**config.mk**
```make
export PLATFORM = sky130hd
export DESIGN_NAME = qr_data_module_placement_unit
export DESIGN_NICKNAME = d
export VERILOG_FILES = /design/src/design/qrdmp_pkg.sv /design/src/design/qr_data_module_placement_unit.sv
export SDC_FILE = /design/constraint.sdc
export NUM_CORES = 1
export LEC_CHECK = 0
export ABC_AREA = 1
export BUFFER_PORTS_ARGS = -buffer_cell sky130_fd_sc_hd__buf_2
export CAP_MARGIN = 25
export CORE_MARGIN = 2
export CORE_UTILIZATION = 50
export CTS_CLUSTER_SIZE = 25
export DETAILED_ROUTE_END_ITERATION = 16
export HOLD_SLACK_MARGIN = 0.15
export PLACE_DENSITY_LB_ADDON = 0.15
export SETUP_SLACK_MARGIN = 0.3
export SYNTH_ARGS = -nofsm -noshare
export SYNTH_HDL_FRONTEND = slang
export SYNTH_SLANG_ARGS = --single-unit
```
**constraint.sdc**
```tcl
create_clock -name clk -period 20.1 [get_ports clk]
set_input_delay 1.005 -clock clk [delete_from_list [all_inputs] [get_ports clk]]
set_output_delay 1.005 -clock clk [all_outputs]
set_load 0.03 [all_outputs]
```
**src/design/qrdmp_pkg.sv**
```systemverilog
// ----------------------------------------------------------------------------
// qrdmp_pkg: shared types and constants for QR data module placement
// Alignment coordinate table and version limits.
// ----------------------------------------------------------------------------
package qrdmp_pkg;

	localparam int MAX_VERSION_DEF  = 40;
	localparam int ALIGN_COORDS_DEF = 7;
	localparam int VER_W            = 6;
	localparam int POS_W            = 8;

	typedef logic [POS_W-1:0] pos_t;

	// alignment coordinates for a version (1-based), zero marks unused slots
	function automatic logic [55:0] align_row(input logic [VER_W-1:0] v);
		logic [55:0] r;
		r = '0;
		unique case (v)
			6'd2:  r = {8'd0,8'd0,8'd0,8'd0,8'd0,8'd18,8'd6};
			6'd3:  r = {8'd0,8'd0,8'd0,8'd0,8'd0,8'd22,8'd6};
			6'd4:  r = {8'd0,8'd0,8'd0,8'd0,8'd0,8'd26,8'd6};
			6'd5:  r = {8'd0,8'd0,8'd0,8'd0,8'd0,8'd30,8'd6};
			6'd6:  r = {8'd0,8'd0,8'd0,8'd0,8'd0,8'd34,8'd6};
			6'd7:  r = {8'd0,8'd0,8'd0,8'd0,8'd38,8'd22,8'd6};
			6'd8:  r = {8'd0,8'd0,8'd0,8'd0,8'd42,8'd24,8'd6};
			6'd9:  r = {8'd0,8'd0,8'd0,8'd0,8'd46,8'd26,8'd6};
			6'd10: r = {8'd0,8'd0,8'd0,8'd0,8'd50,8'd28,8'd6};
			6'd11: r = {8'd0,8'd0,8'd0,8'd0,8'd54,8'd30,8'd6};
			6'd12: r = {8'd0,8'd0,8'd0,8'd0,8'd58,8'd32,8'd6};
			6'd13: r = {8'd0,8'd0,8'd0,8'd0,8'd62,8'd34,8'd6};
			6'd14: r = {8'd0,8'd0,8'd0,8'd66,8'd46,8'd26,8'd6};
			6'd15: r = {8'd0,8'd0,8'd0,8'd70,8'd48,8'd26,8'd6};
			6'd16: r = {8'd0,8'd0,8'd0,8'd74,8'd50,8'd26,8'd6};
			6'd17: r = {8'd0,8'd0,8'd0,8'd78,8'd54,8'd30,8'd6};
			6'd18: r = {8'd0,8'd0,8'd0,8'd82,8'd56,8'd30,8'd6};
			6'd19: r = {8'd0,8'd0,8'd0,8'd86,8'd58,8'd30,8'd6};
			6'd20: r = {8'd0,8'd0,8'd0,8'd90,8'd62,8'd34,8'd6};
			6'd21: r = {8'd0,8'd0,8'd94,8'd72,8'd50,8'd28,8'd6};
			6'd22: r = {8'd0,8'd0,8'd98,8'd74,8'd50,8'd26,8'd6};
			6'd23: r = {8'd0,8'd0,8'd102,8'd78,8'd54,8'd30,8'd6};
			6'd24: r = {8'd0,8'd0,8'd106,8'd80,8'd54,8'd28,8'd6};
			6'd25: r = {8'd0,8'd0,8'd110,8'd84,8'd58,8'd32,8'd6};
			6'd26: r = {8'd0,8'd0,8'd114,8'd86,8'd58,8'd30,8'd6};
			6'd27: r = {8'd0,8'd0,8'd118,8'd90,8'd62,8'd34,8'd6};
			6'd28: r = {8'd0,8'd122,8'd98,8'd74,8'd50,8'd26,8'd6};
			6'd29: r = {8'd0,8'd126,8'd102,8'd78,8'd54,8'd30,8'd6};
			6'd30: r = {8'd0,8'd130,8'd104,8'd78,8'd52,8'd26,8'd6};
			6'd31: r = {8'd0,8'd134,8'd108,8'd82,8'd56,8'd30,8'd6};
			6'd32: r = {8'd0,8'd138,8'd112,8'd86,8'd60,8'd34,8'd6};
			6'd33: r = {8'd0,8'd142,8'd114,8'd86,8'd58,8'd30,8'd6};
			6'd34: r = {8'd0,8'd146,8'd118,8'd90,8'd62,8'd34,8'd6};
			6'd35: r = {8'd150,8'd126,8'd102,8'd78,8'd54,8'd30,8'd6};
			6'd36: r = {8'd154,8'd128,8'd102,8'd76,8'd50,8'd24,8'd6};
			6'd37: r = {8'd158,8'd132,8'd106,8'd80,8'd54,8'd28,8'd6};
			6'd38: r = {8'd162,8'd136,8'd110,8'd84,8'd58,8'd32,8'd6};
			6'd39: r = {8'd166,8'd138,8'd110,8'd82,8'd54,8'd26,8'd6};
			6'd40: r = {8'd170,8'd142,8'd114,8'd86,8'd58,8'd30,8'd6};
			default: r = '0;
		endcase
		return r;
	endfunction

endpackage

```
**src/design/qr_data_module_placement_unit.sv**
```systemverilog
// ----------------------------------------------------------------------------
// qr_data_module_placement_unit
// Places codeword bits on free QR data modules along the two-column zigzag.
// ----------------------------------------------------------------------------
// Channel   Dir  Contents
// s_axis    in   tdata[7:0] data_byte, tuser restart
// m_axis    out  tdata {pad,symbol_full,placed,dark,column,row}, tlast last
// apb       in   register 0 symbol_version
//
// A byte is taken only in ST_IDLE, so a new one waits until all eight bits
// of the last are out. For each bit, ST_PLACE skips function modules and
// places the bit, then ST_FIND seeks the next free module and hands the
// result out. After restart, reset or a version write, the first placement
// skips function modules at bottom-right first. An m_axis stall holds the
// walker on the found module until the output register frees.
// ----------------------------------------------------------------------------
module qr_data_module_placement_unit #(
	parameter int MAX_VERSION = qrdmp_pkg::MAX_VERSION_DEF
) (
	input  logic        clk,
	input  logic        arst_n,
	input  logic        psel,
	input  logic        penable,
	input  logic        pwrite,
	input  logic [0:0]  paddr,
	input  logic [31:0] pwdata,
	output logic [31:0] prdata,
	output logic        pready,
	input  logic        s_axis_tvalid,
	output logic        s_axis_tready,
	input  logic [7:0]  s_axis_tdata,   // data_byte
	input  logic        s_axis_tuser,   // restart
	output logic        m_axis_tvalid,
	input  logic        m_axis_tready,
	output logic [23:0] m_axis_tdata,   // row, column, dark, placed, symbol_full, pad[4:0]
	output logic        m_axis_tlast    // last
);
	import qrdmp_pkg::*;

	typedef enum logic [1:0] {ST_IDLE, ST_PLACE, ST_FIND} state_t;

	state_t           state_q;
	logic [VER_W-1:0] ver_q;
	pos_t             prc_q, row_q;
	logic             up_q, left_q, full_q;
	logic [7:0]       sr_q;
	logic [2:0]       cnt_q;
	pos_t             res_row_q, res_col_q;
	logic             res_dark_q, res_placed_q;
	logic [23:0]      out_q;
	logic             ovld_q, olast_q;

	pos_t side, col, wside;
	logic is_func, in_align, stop;
	logic [55:0] arow;
	pos_t nx_prc, nx_row;
	logic nx_up, nx_left, nx_full;
	logic take, cfg_wr, out_load;
	logic [VER_W-1:0] wv;

	assign pready = 1'b1;
	assign prdata = {26'd0, ver_q};
	assign side   = POS_W'(17) + {ver_q, 2'b00};
	assign col    = prc_q - pos_t'(left_q);
	assign arow   = align_row(ver_q);

	// alignment test on current position
	always_comb begin
		logic [ALIGN_COORDS_DEF-1:0] rv, ch;
		logic [2:0] n;
		pos_t cv, chh;
		n = '0;
		for (int i = 0; i < ALIGN_COORDS_DEF; i++) begin
			cv = arow[i*8 +: 8];
			rv[i] = (cv != '0) && (row_q + 8'd2 >= cv) && (row_q <= cv + 8'd2);
			ch[i] = (cv != '0) && (col + 8'd2 >= cv) && (col <= cv + 8'd2);
			if (cv != '0) n = n + 3'd1;
		end
		chh = pos_t'(n) - 8'd1;
		in_align = 1'b0;
		for (int v = 0; v < ALIGN_COORDS_DEF; v++)
			for (int h = 0; h < ALIGN_COORDS_DEF; h++) begin
				if (!((v == 0 && h == 0) || (h == 0 && 8'(v) >= chh) ||
				      (v == 0 && 8'(h) >= chh)) && rv[v] && ch[h])
					in_align = 1'b1;
			end
	end

	assign is_func = (row_q == 8'd6) || (col == 8'd6) || (row_q < 8'd9 && col < 8'd9) ||
		(row_q < 8'd9 && col >= side - 8'd8) || (col < 8'd9 && row_q >= side - 8'd8) ||
		in_align;

	// walker rests here: a free module, or past the end
	assign stop = full_q || !is_func;

	// one step along the zigzag
	always_comb begin
		nx_prc  = prc_q;
		nx_row  = row_q;
		nx_up   = up_q;
		nx_left = 1'b0;
		nx_full = full_q;
		if (!left_q) begin
			nx_left = 1'b1;
		end else if (up_q && row_q != '0) begin
			nx_row = row_q - 8'd1;
		end else if (!up_q && row_q + 8'd1 < side) begin
			nx_row = row_q + 8'd1;
		end else if (prc_q <= 8'd1) begin
			nx_full = 1'b1;
		end else begin
			nx_prc = (prc_q == 8'd8) ? 8'd5 : prc_q - 8'd2;
			nx_up  = !up_q;
			nx_row = up_q ? 8'd0 : side - 8'd1;
		end
	end

	assign cfg_wr  = psel && penable && pwrite && pready && paddr == 1'b0;
	assign s_axis_tready = (state_q == ST_IDLE);
	assign take    = s_axis_tvalid && s_axis_tready;
	assign m_axis_tvalid = ovld_q;
	assign m_axis_tdata  = out_q;
	assign m_axis_tlast  = olast_q;
	assign wv = (pwdata[VER_W-1:0] == '0) ? VER_W'(1) :
		(pwdata[VER_W-1:0] > VER_W'(MAX_VERSION)) ? VER_W'(MAX_VERSION) : pwdata[VER_W-1:0];
	assign wside = POS_W'(17) + {wv, 2'b00};
	assign out_load = !cfg_wr && (state_q == ST_FIND) && stop && (!ovld_q || m_axis_tready);

	// walker, shifter and output register
	always_ff @(posedge clk or negedge arst_n) begin
		if (!arst_n) begin
			state_q <= ST_IDLE; ver_q <= 6'd1; prc_q <= 8'd20; row_q <= 8'd20;
			up_q <= 1'b1; left_q <= 1'b0; full_q <= 1'b0; ovld_q <= 1'b0;
			olast_q <= 1'b0; cnt_q <= '0; sr_q <= '0; out_q <= '0;
			res_row_q <= '0; res_col_q <= '0; res_dark_q <= 1'b0; res_placed_q <= 1'b0;
		end else begin
			// result transfer out
			if (out_load) ovld_q <= 1'b1;
			else if (m_axis_tready) ovld_q <= 1'b0;
			if (out_load) begin
				olast_q <= (cnt_q == 3'd7);
				out_q   <= {5'd0, full_q, res_placed_q, res_dark_q, res_col_q, res_row_q};
			end
			if (cfg_wr) begin
				ver_q <= wv;
				prc_q <= wside - 8'd1;
				row_q <= wside - 8'd1;
				up_q <= 1'b1; left_q <= 1'b0; full_q <= 1'b0;
				state_q <= ST_IDLE;
			end else begin
				unique case (state_q)
					ST_IDLE: begin
						if (take) begin
							sr_q <= s_axis_tdata; cnt_q <= '0;
							state_q <= ST_PLACE;
							if (s_axis_tuser) begin
								prc_q <= side - 8'd1; row_q <= side - 8'd1;
								up_q <= 1'b1; left_q <= 1'b0; full_q <= 1'b0;
							end
						end
					end
					ST_PLACE: begin
						// skip function modules, then place the bit and step on
						if (!full_q) begin
							prc_q <= nx_prc; row_q <= nx_row; up_q <= nx_up;
							left_q <= nx_left; full_q <= nx_full;
						end
						if (stop) begin
							res_row_q    <= full_q ? '0 : row_q;
							res_col_q    <= full_q ? '0 : col;
							res_dark_q   <= !full_q && sr_q[7];
							res_placed_q <= !full_q;
							sr_q <= {sr_q[6:0], 1'b0};
							state_q <= ST_FIND;
						end
					end
					ST_FIND: begin
						// seek next free module, then hand the result out
						if (!stop) begin
							prc_q <= nx_prc; row_q <= nx_row; up_q <= nx_up;
							left_q <= nx_left; full_q <= nx_full;
						end else if (out_load) begin
							cnt_q <= cnt_q + 3'd1;
							state_q <= (cnt_q == 3'd7) ? ST_IDLE : ST_PLACE;
						end
					end
					default: state_q <= ST_IDLE;
				endcase
			end
		end
	end

	assert property (@(posedge clk) disable iff (!arst_n) s_axis_tready |-> state_q == ST_IDLE)
		else $error("ready while busy");
	assert property (@(posedge clk) disable iff (!arst_n)
		(m_axis_tvalid && !m_axis_tready) |=>
		(m_axis_tvalid && $stable(m_axis_tdata) && $stable(m_axis_tlast)))
		else $error("output changed while stalled");
	assert property (@(posedge clk) disable iff (!arst_n)
		ver_q != 6'd0 && ver_q <= VER_W'(MAX_VERSION))
		else $error("version out of range");
	assert property (@(posedge clk) disable iff (!arst_n)
		(m_axis_tvalid && !m_axis_tdata[17]) |-> m_axis_tdata[18])
		else $error("dropped bit without full symbol");
	assert property (@(posedge clk) disable iff (!arst_n)
		m_axis_tvalid |-> m_axis_tdata[23:19] == 5'd0)
		else $error("pad bits set");

endmodule

```
==> results_dict.tcl, run 1 <==
set metrics [dict create \
    drc 0 \
    slew_violations 0 \
    syn_area_sq_um 11500 \
    final_common_cell "nand2_1" \
    fin_crit_ns 8.47 \
    crit_arrival_ns 8.75 \
    crit_path_frequent_cell "nand2_1" \
    rsz0062_at_grt "false" \
    regArea_sq_um 1930 \
    startpoint_type "register" \
    status "finished clean" \
    tns_ns 0 \
    synth_area_per_cell_sq_um 7.17 \
    grt_pass1_vias 10100 \
    period_share_pct 42.2 \
    drt-wirelength-per-cell_um 17.4 \
    tightestPinTransition_ns 0.935 \
    drv_cap 0 \
    vias 11000 \
    area_growth_pct 6.02 \
    min_path_type "in -> async" \
    synth_warnings 0 \
    gp_congestion 0.936 \
    hpwlAfterDp_um 25100 \
    synth-edff-count 0 \
    track_usage_pct 28.4 \
    cpPeakStageDelay_ns 0.81 \
    critPathKind "reg -> reg" \
    die_h_um 156 \
    rows 55 \
    rr_endpoint "cnt_q[2]" \
    wl_met1_um 16000 \
    hold_viol 0 \
    relSlewSlack_pct 37.4 \
    top_layer "met4" \
    clk_pin_slew_ns 0.06 \
    route.met2.wl_um 14300 \
    postPlaceCellArea_sq_um 11900 \
    critPathCaptureType "register" \
    drt_iter0_markers 646 \
    io_pins 109 \
    fmax_ghz 0.118 \
    totalWireLength_um 33800 \
    postSynthCellCount 1610 \
    setup_violations 0 \
    synth.distinct_cells 66 \
    met3_length_um 2270 \
    fill_cells 2245 \
    coreArea_sq_um 22600 \
    layout-drive-gt1-share_pct 11.1 \
    ys.flop_type "dfrtp_1" \
    cts_max_path_buffers 2 \
    antenna_left 0 \
    antenna_found_initial 0 \
    die_w_um 156 \
    overflow 0 \
    crit_buf_inv 6 \
    fin_nets 1933 \
    post-cts-setup-buffer-count 0 \
    final_area_sq_um 12200 \
    path_max_fanout 24 \
    synthArstFlopShare_pct 100 \
    grt_first_pass_wirelength_um 54400 \
    diodes 0 \
    cts_hold_buf 0 \
    worst_slack_ns 11.63 \
    clkLatencyLatePin_ns 0.34 \
    cts_num_sinks 77 \
    cts_tree "built" \
    instances_no_fill 1938 \
    path_delay_family "simple AND/OR/NAND/NOR gates" \
    dp_worst_setup_slack_ns 11.75 \
    placed_cells 1921 \
    reg2reg_depth 40 \
    htreeDepth 3 \
    required_ns 20.38 \
    ys_ff_latch 77 \
    grt_max_degree 78 \
    reg2reg_from "ver_q[1]" \
    multiInputGateArea_sq_um 8510 \
    die_area_sq_um 24300 \
    layout_common_cells "351 x nand2_1, 236 x ha_1, 178 x inv_1, 118 x o21ai_0, 105 x nor2_1" \
    seq_area_frac_synth_pct 16.8 \
    cts_resized 0 \
    r2r_slack_ns 11.63 \
    via_per_inst 5.65 \
    cts_buffers 9 \
    firstDrtPassIters 5 \
    fin_skew_ns 0.00861 \
    clockRootBuffer "clkbuf_16" \
    portBuffers 50 \
    slowest_stage "dfrtp_1" \
    start_util_pct 51.0 \
]
==> flip-flops by register name, summed over array words and instances, names as in the netlist <==
| signal | flops |
|---|---|
| up_q | 1 |
| res_dark_q | 1 |
| m_axis_tvalid | 1 |
| ver_q | 6 |
| sr_q | 8 |
| full_q | 1 |
| cnt_q | 3 |
| res_row_q | 8 |
| res_placed_q | 1 |
| m_axis_tlast | 1 |
| prc_q | 8 |
| res_col_q | 8 |
| row_q | 8 |
| m_axis_tdata | 19 |
| left_q | 1 |
| state_q | 2 |
==> worst register-to-register path, delay by kind of cell (launching register included) <==
kind,cells,cell delay [ns]
DFF,1,0.81
and+or+nand+nor,25,3.53
adders and majority gates,6,1.98
AOI/OAI and AO/OA,3,0.55
buffers and inverters,6,1.54
==> cells in the mapped netlist, types with 9 or more instances <==
library cell,number,area [sq um]
a21boi_0,13,97.6
xor2_1,35,307
a21oi_1,71,355
inv_2,19,71.3
ha_1,236,2950
nor2_4,11,124
nand3_1,80,400
o21a_1,17,128
buf_4,35,263
nand2_2,17,106
o21ai_1,20,100
inv_1,178,668
or2_2,9,56.3
dfrtp_1,71,1780
nand2_1,351,1320
o211ai_1,17,128
nand4_1,34,213
clkbuf_1,18,67.6
o21ai_0,118,591
nor3_1,23,115
o21bai_1,11,82.6
xnor2_1,9,78.8
nand3_2,10,100
nor2_1,105,394
==> per-layer routing <==
| metal | global-route usage, % | up-vias |
|---|---|---|
| met5 | 0 | - |
| met1 | 41.0 | 5059 |
| li1 | - | 5418 |
| met3 | 3.89 | 72 |
| met2 | 43.5 | 404 |
| met4 | 9.35 | 0 |
==> how the worst max path moves through the flow <==
stage	slack, ns	startpoint	to	cells after the start
final	11.63	ver_q[1]	cnt_q[2]	40
after global routing	10.93	ver_q[1]	cnt_q[1]	43
after CTS	11.72	ver_q[1]	cnt_q[2]	43
after detailed placement	11.75	ver_q[1]	cnt_q[2]	43
after global placement	11.81	ver_q[1]	cnt_q[2]	43
after floorplan	13.48	ver_q[1]	row_q[0]	46
==> cell families after synthesis <==
group                      count (synthesis)  share of synthesized area (%)
and+or+nand+nor                          673                           27.4
adders and majority gates                236                           25.6
other                                      2                         0.0651
buffers and inverters                    265                           10.5
AOI/OAI and AO/OA                        310                           15.8
xor gates and xnor gates                  47                           3.86
DFF                                       77                           16.8
==> through the flow <==
stage	hold WS, ns	utilization, %
6_report	0.461	54.0
5_1_grt	0.453	54.0
4_1_cts	0.464	53.9
3_5_place_dp	0.449	52.6
3_3_place_gp	0.442	52.6
2_1_floorplan	0.436	-
==> final cells by class <==
| class | instances | share of cell area [%] |
|---|---|---|
| Inverter | 201 | 6.31 |
| Sequential cell | 77 | 15.8 |
| Clock buffer | 10 | 1.87 |
| Clock inverter | 6 | 0.573 |
| Tap cell | 285 | 2.92 |
| Timing Repair Buffer | 61 | 2.91 |
| Multi-Input combinational cell | 1298 | 69.6 |
Power of run 1 is not shown: default switching activity piles up to over one toggle a cycle in this logic, so the estimate is an artifact.
==> inputs of run 2 (changes only) <==
==> constraint.sdc (replaced) <==
create_clock -name clk -period 8.6 [get_ports clk]
set_input_delay 0.43 -clock clk [delete_from_list [all_inputs] [get_ports clk]]
set_output_delay 0.43 -clock clk [all_outputs]
set_load 0.03 [all_outputs]
==> run 2 against run 1 <==
Via count shrank 1.4%. Worst setup slack got worse by 11 ns. Hold slack lost 0.13 ns. Design area is 0.41% higher. Critical path depth is 6 higher. Die area unchanged. Final cell count increased by 0.26%. Global-route usage is 0.11 points higher. First-iteration DRC count is 25% higher. Register-to-register slack worse by 11 ns. Clock skew down 0.0035 ns. Sequential share of layout area is 0.065 points lower. Largest cell class unchanged.
==> results_dict.tcl, run 2 (synthesized netlist as in run 1, its figures left out) <==
set metrics [dict create \
    tns_ns 0 \
    cpPeakStageDelay_ns 0.76 \
    start_util_pct 51.0 \
    instances_no_fill 1943 \
    overflow 0 \
    fill_cells 2253 \
    slowest_stage "dfstp_2" \
    reg2reg_from "ver_q[0]" \
    period_share_pct 87.4 \
    min_path_type "in -> reg" \
    fin_crit_ns 7.51 \
    final_common_cell "nand2_1" \
    cts_tree "built" \
    track_usage_pct 28.5 \
    status "finished clean" \
    met3_length_um 2110 \
    drt_iter0_markers 806 \
    htreeDepth 3 \
    die_w_um 156 \
    crit_path_frequent_cell "nand2_1" \
    placed_cells 1921 \
    antenna_left 0 \
    coreArea_sq_um 22600 \
    cts_buffers 9 \
    clkLatencyLatePin_ns 0.33 \
    firstDrtPassIters 6 \
    layout_common_cells "351 x nand2_1, 236 x ha_1, 177 x inv_1, 118 x o21ai_0, 105 x nor2_1" \
    r2r_slack_ns 1.09 \
    drv_cap 0 \
    drt-wirelength-per-cell_um 17.4 \
    critPathKind "reg -> reg" \
    fin_nets 1939 \
    area_growth_pct 6.45 \
    die_h_um 156 \
    drc 0 \
    grt_pass1_vias 10200 \
    worstHoldStart "s_axis_tdata[0]" \
    die_area_sq_um 24300 \
    reg2reg_depth 46 \
    route.met2.wl_um 14700 \
    gp_congestion 0.968 \
    clk_pin_slew_ns 0.06 \
    critPathCaptureType "register" \
    fin_skew_ns 0.00516 \
    whs_endpoint "sr_q[0]" \
    io_pins 109 \
    cts_num_sinks 77 \
    relSlewSlack_pct 36.8 \
    min_path_cells 3 \
    startpoint_type "register" \
    required_ns 8.87 \
    clockRootBuffer "clkbuf_16" \
    slew_violations 0 \
    crit_arrival_ns 7.79 \
    fmax_ghz 0.133 \
    tightestPinTransition_ns 0.938 \
    hold_viol 0 \
    path_max_fanout 24 \
    top_layer "met4" \
    grt_first_pass_wirelength_um 55000 \
    setup_violations 0 \
    largest_reg_flops 19 \
    rr_endpoint "cnt_q[2]" \
    hpwlAfterDp_um 25600 \
    fin_util_pct 54.2 \
    layout-drive-gt1-share_pct 11.5 \
    grt_max_degree 78 \
    totalWireLength_um 33800 \
    rows 55 \
    timing.hold.ws_ns 0.334 \
    cts_max_path_buffers 2 \
    vias 10800 \
    portBuffers 50 \
    rsz0062_at_grt "false" \
    diodes 0 \
    via_per_inst 5.56 \
    wl_met1_um 16400 \
    path_delay_family "simple AND/OR/NAND/NOR gates" \
    antenna_found_initial 0 \
    crit_buf_inv 6 \
]
## run 2: worst register-to-register path, delay by kind of cell, from the launching register on
family	cells	cell delay (ns)
simple gates	30	3.30
fa+ha+maj	7	2.02
buf+inv	6	0.85
flops	1	0.76
compound gates	3	0.54
## run 2: worst max-delay path by stage
stage	from	end	slack [ns]	cells past startpoint
after floorplan	ver_q[1]	row_q[0]	1.98	46
after global placement	ver_q[0]	cnt_q[2]	1.03	42
after detailed placement	ver_q[0]	cnt_q[2]	0.96	42
after CTS	ver_q[0]	cnt_q[2]	0.93	42
after global routing	ver_q[0]	cnt_q[2]	0.32	45
final	ver_q[0]	cnt_q[2]	1.09	46
## run 2: cell type report
cell class                      instances  area, sq um  share of cell area [%]
Clock inverter                          6         63.8                   0.520
Sequential cell                        77         1930                    15.7
Timing Repair Buffer                   67          403                    3.28
Multi-Input combinational cell       1298         8520                    69.4
Inverter                              201          778                    6.34
Clock buffer                            9          225                    1.83
Tap cell                              285          357                    2.90
## run 2: routing by layer
layer / vias to the layer above / track usage (%)
met5: - / 0
met2: 350 / 45.5
met4: 0 / 5.37
met1: 4975 / 41.7
li1: 5441 / -
met3: 36 / 3.14
## run 2: repair_timing
action                                  4_1_cts  5_1_grt
endpoints found under the setup margin        0       55
setup buffers                                 0        4
hold buffers                                  0        1
gates resized for setup                       0        4
endpoints found under the hold margin         0       13
## run 2: metrics by stage
stage | setup slack, ns | area [sq um]
after global placement | 1.03 | 11900
after detailed placement | 0.963 | 11900
final | 1.09 | 12300
after global routing | 0.321 | 12300
after CTS | 0.929 | 12200
after floorplan | 1.98 | 11600
Power of run 2 is left out for the same reason.
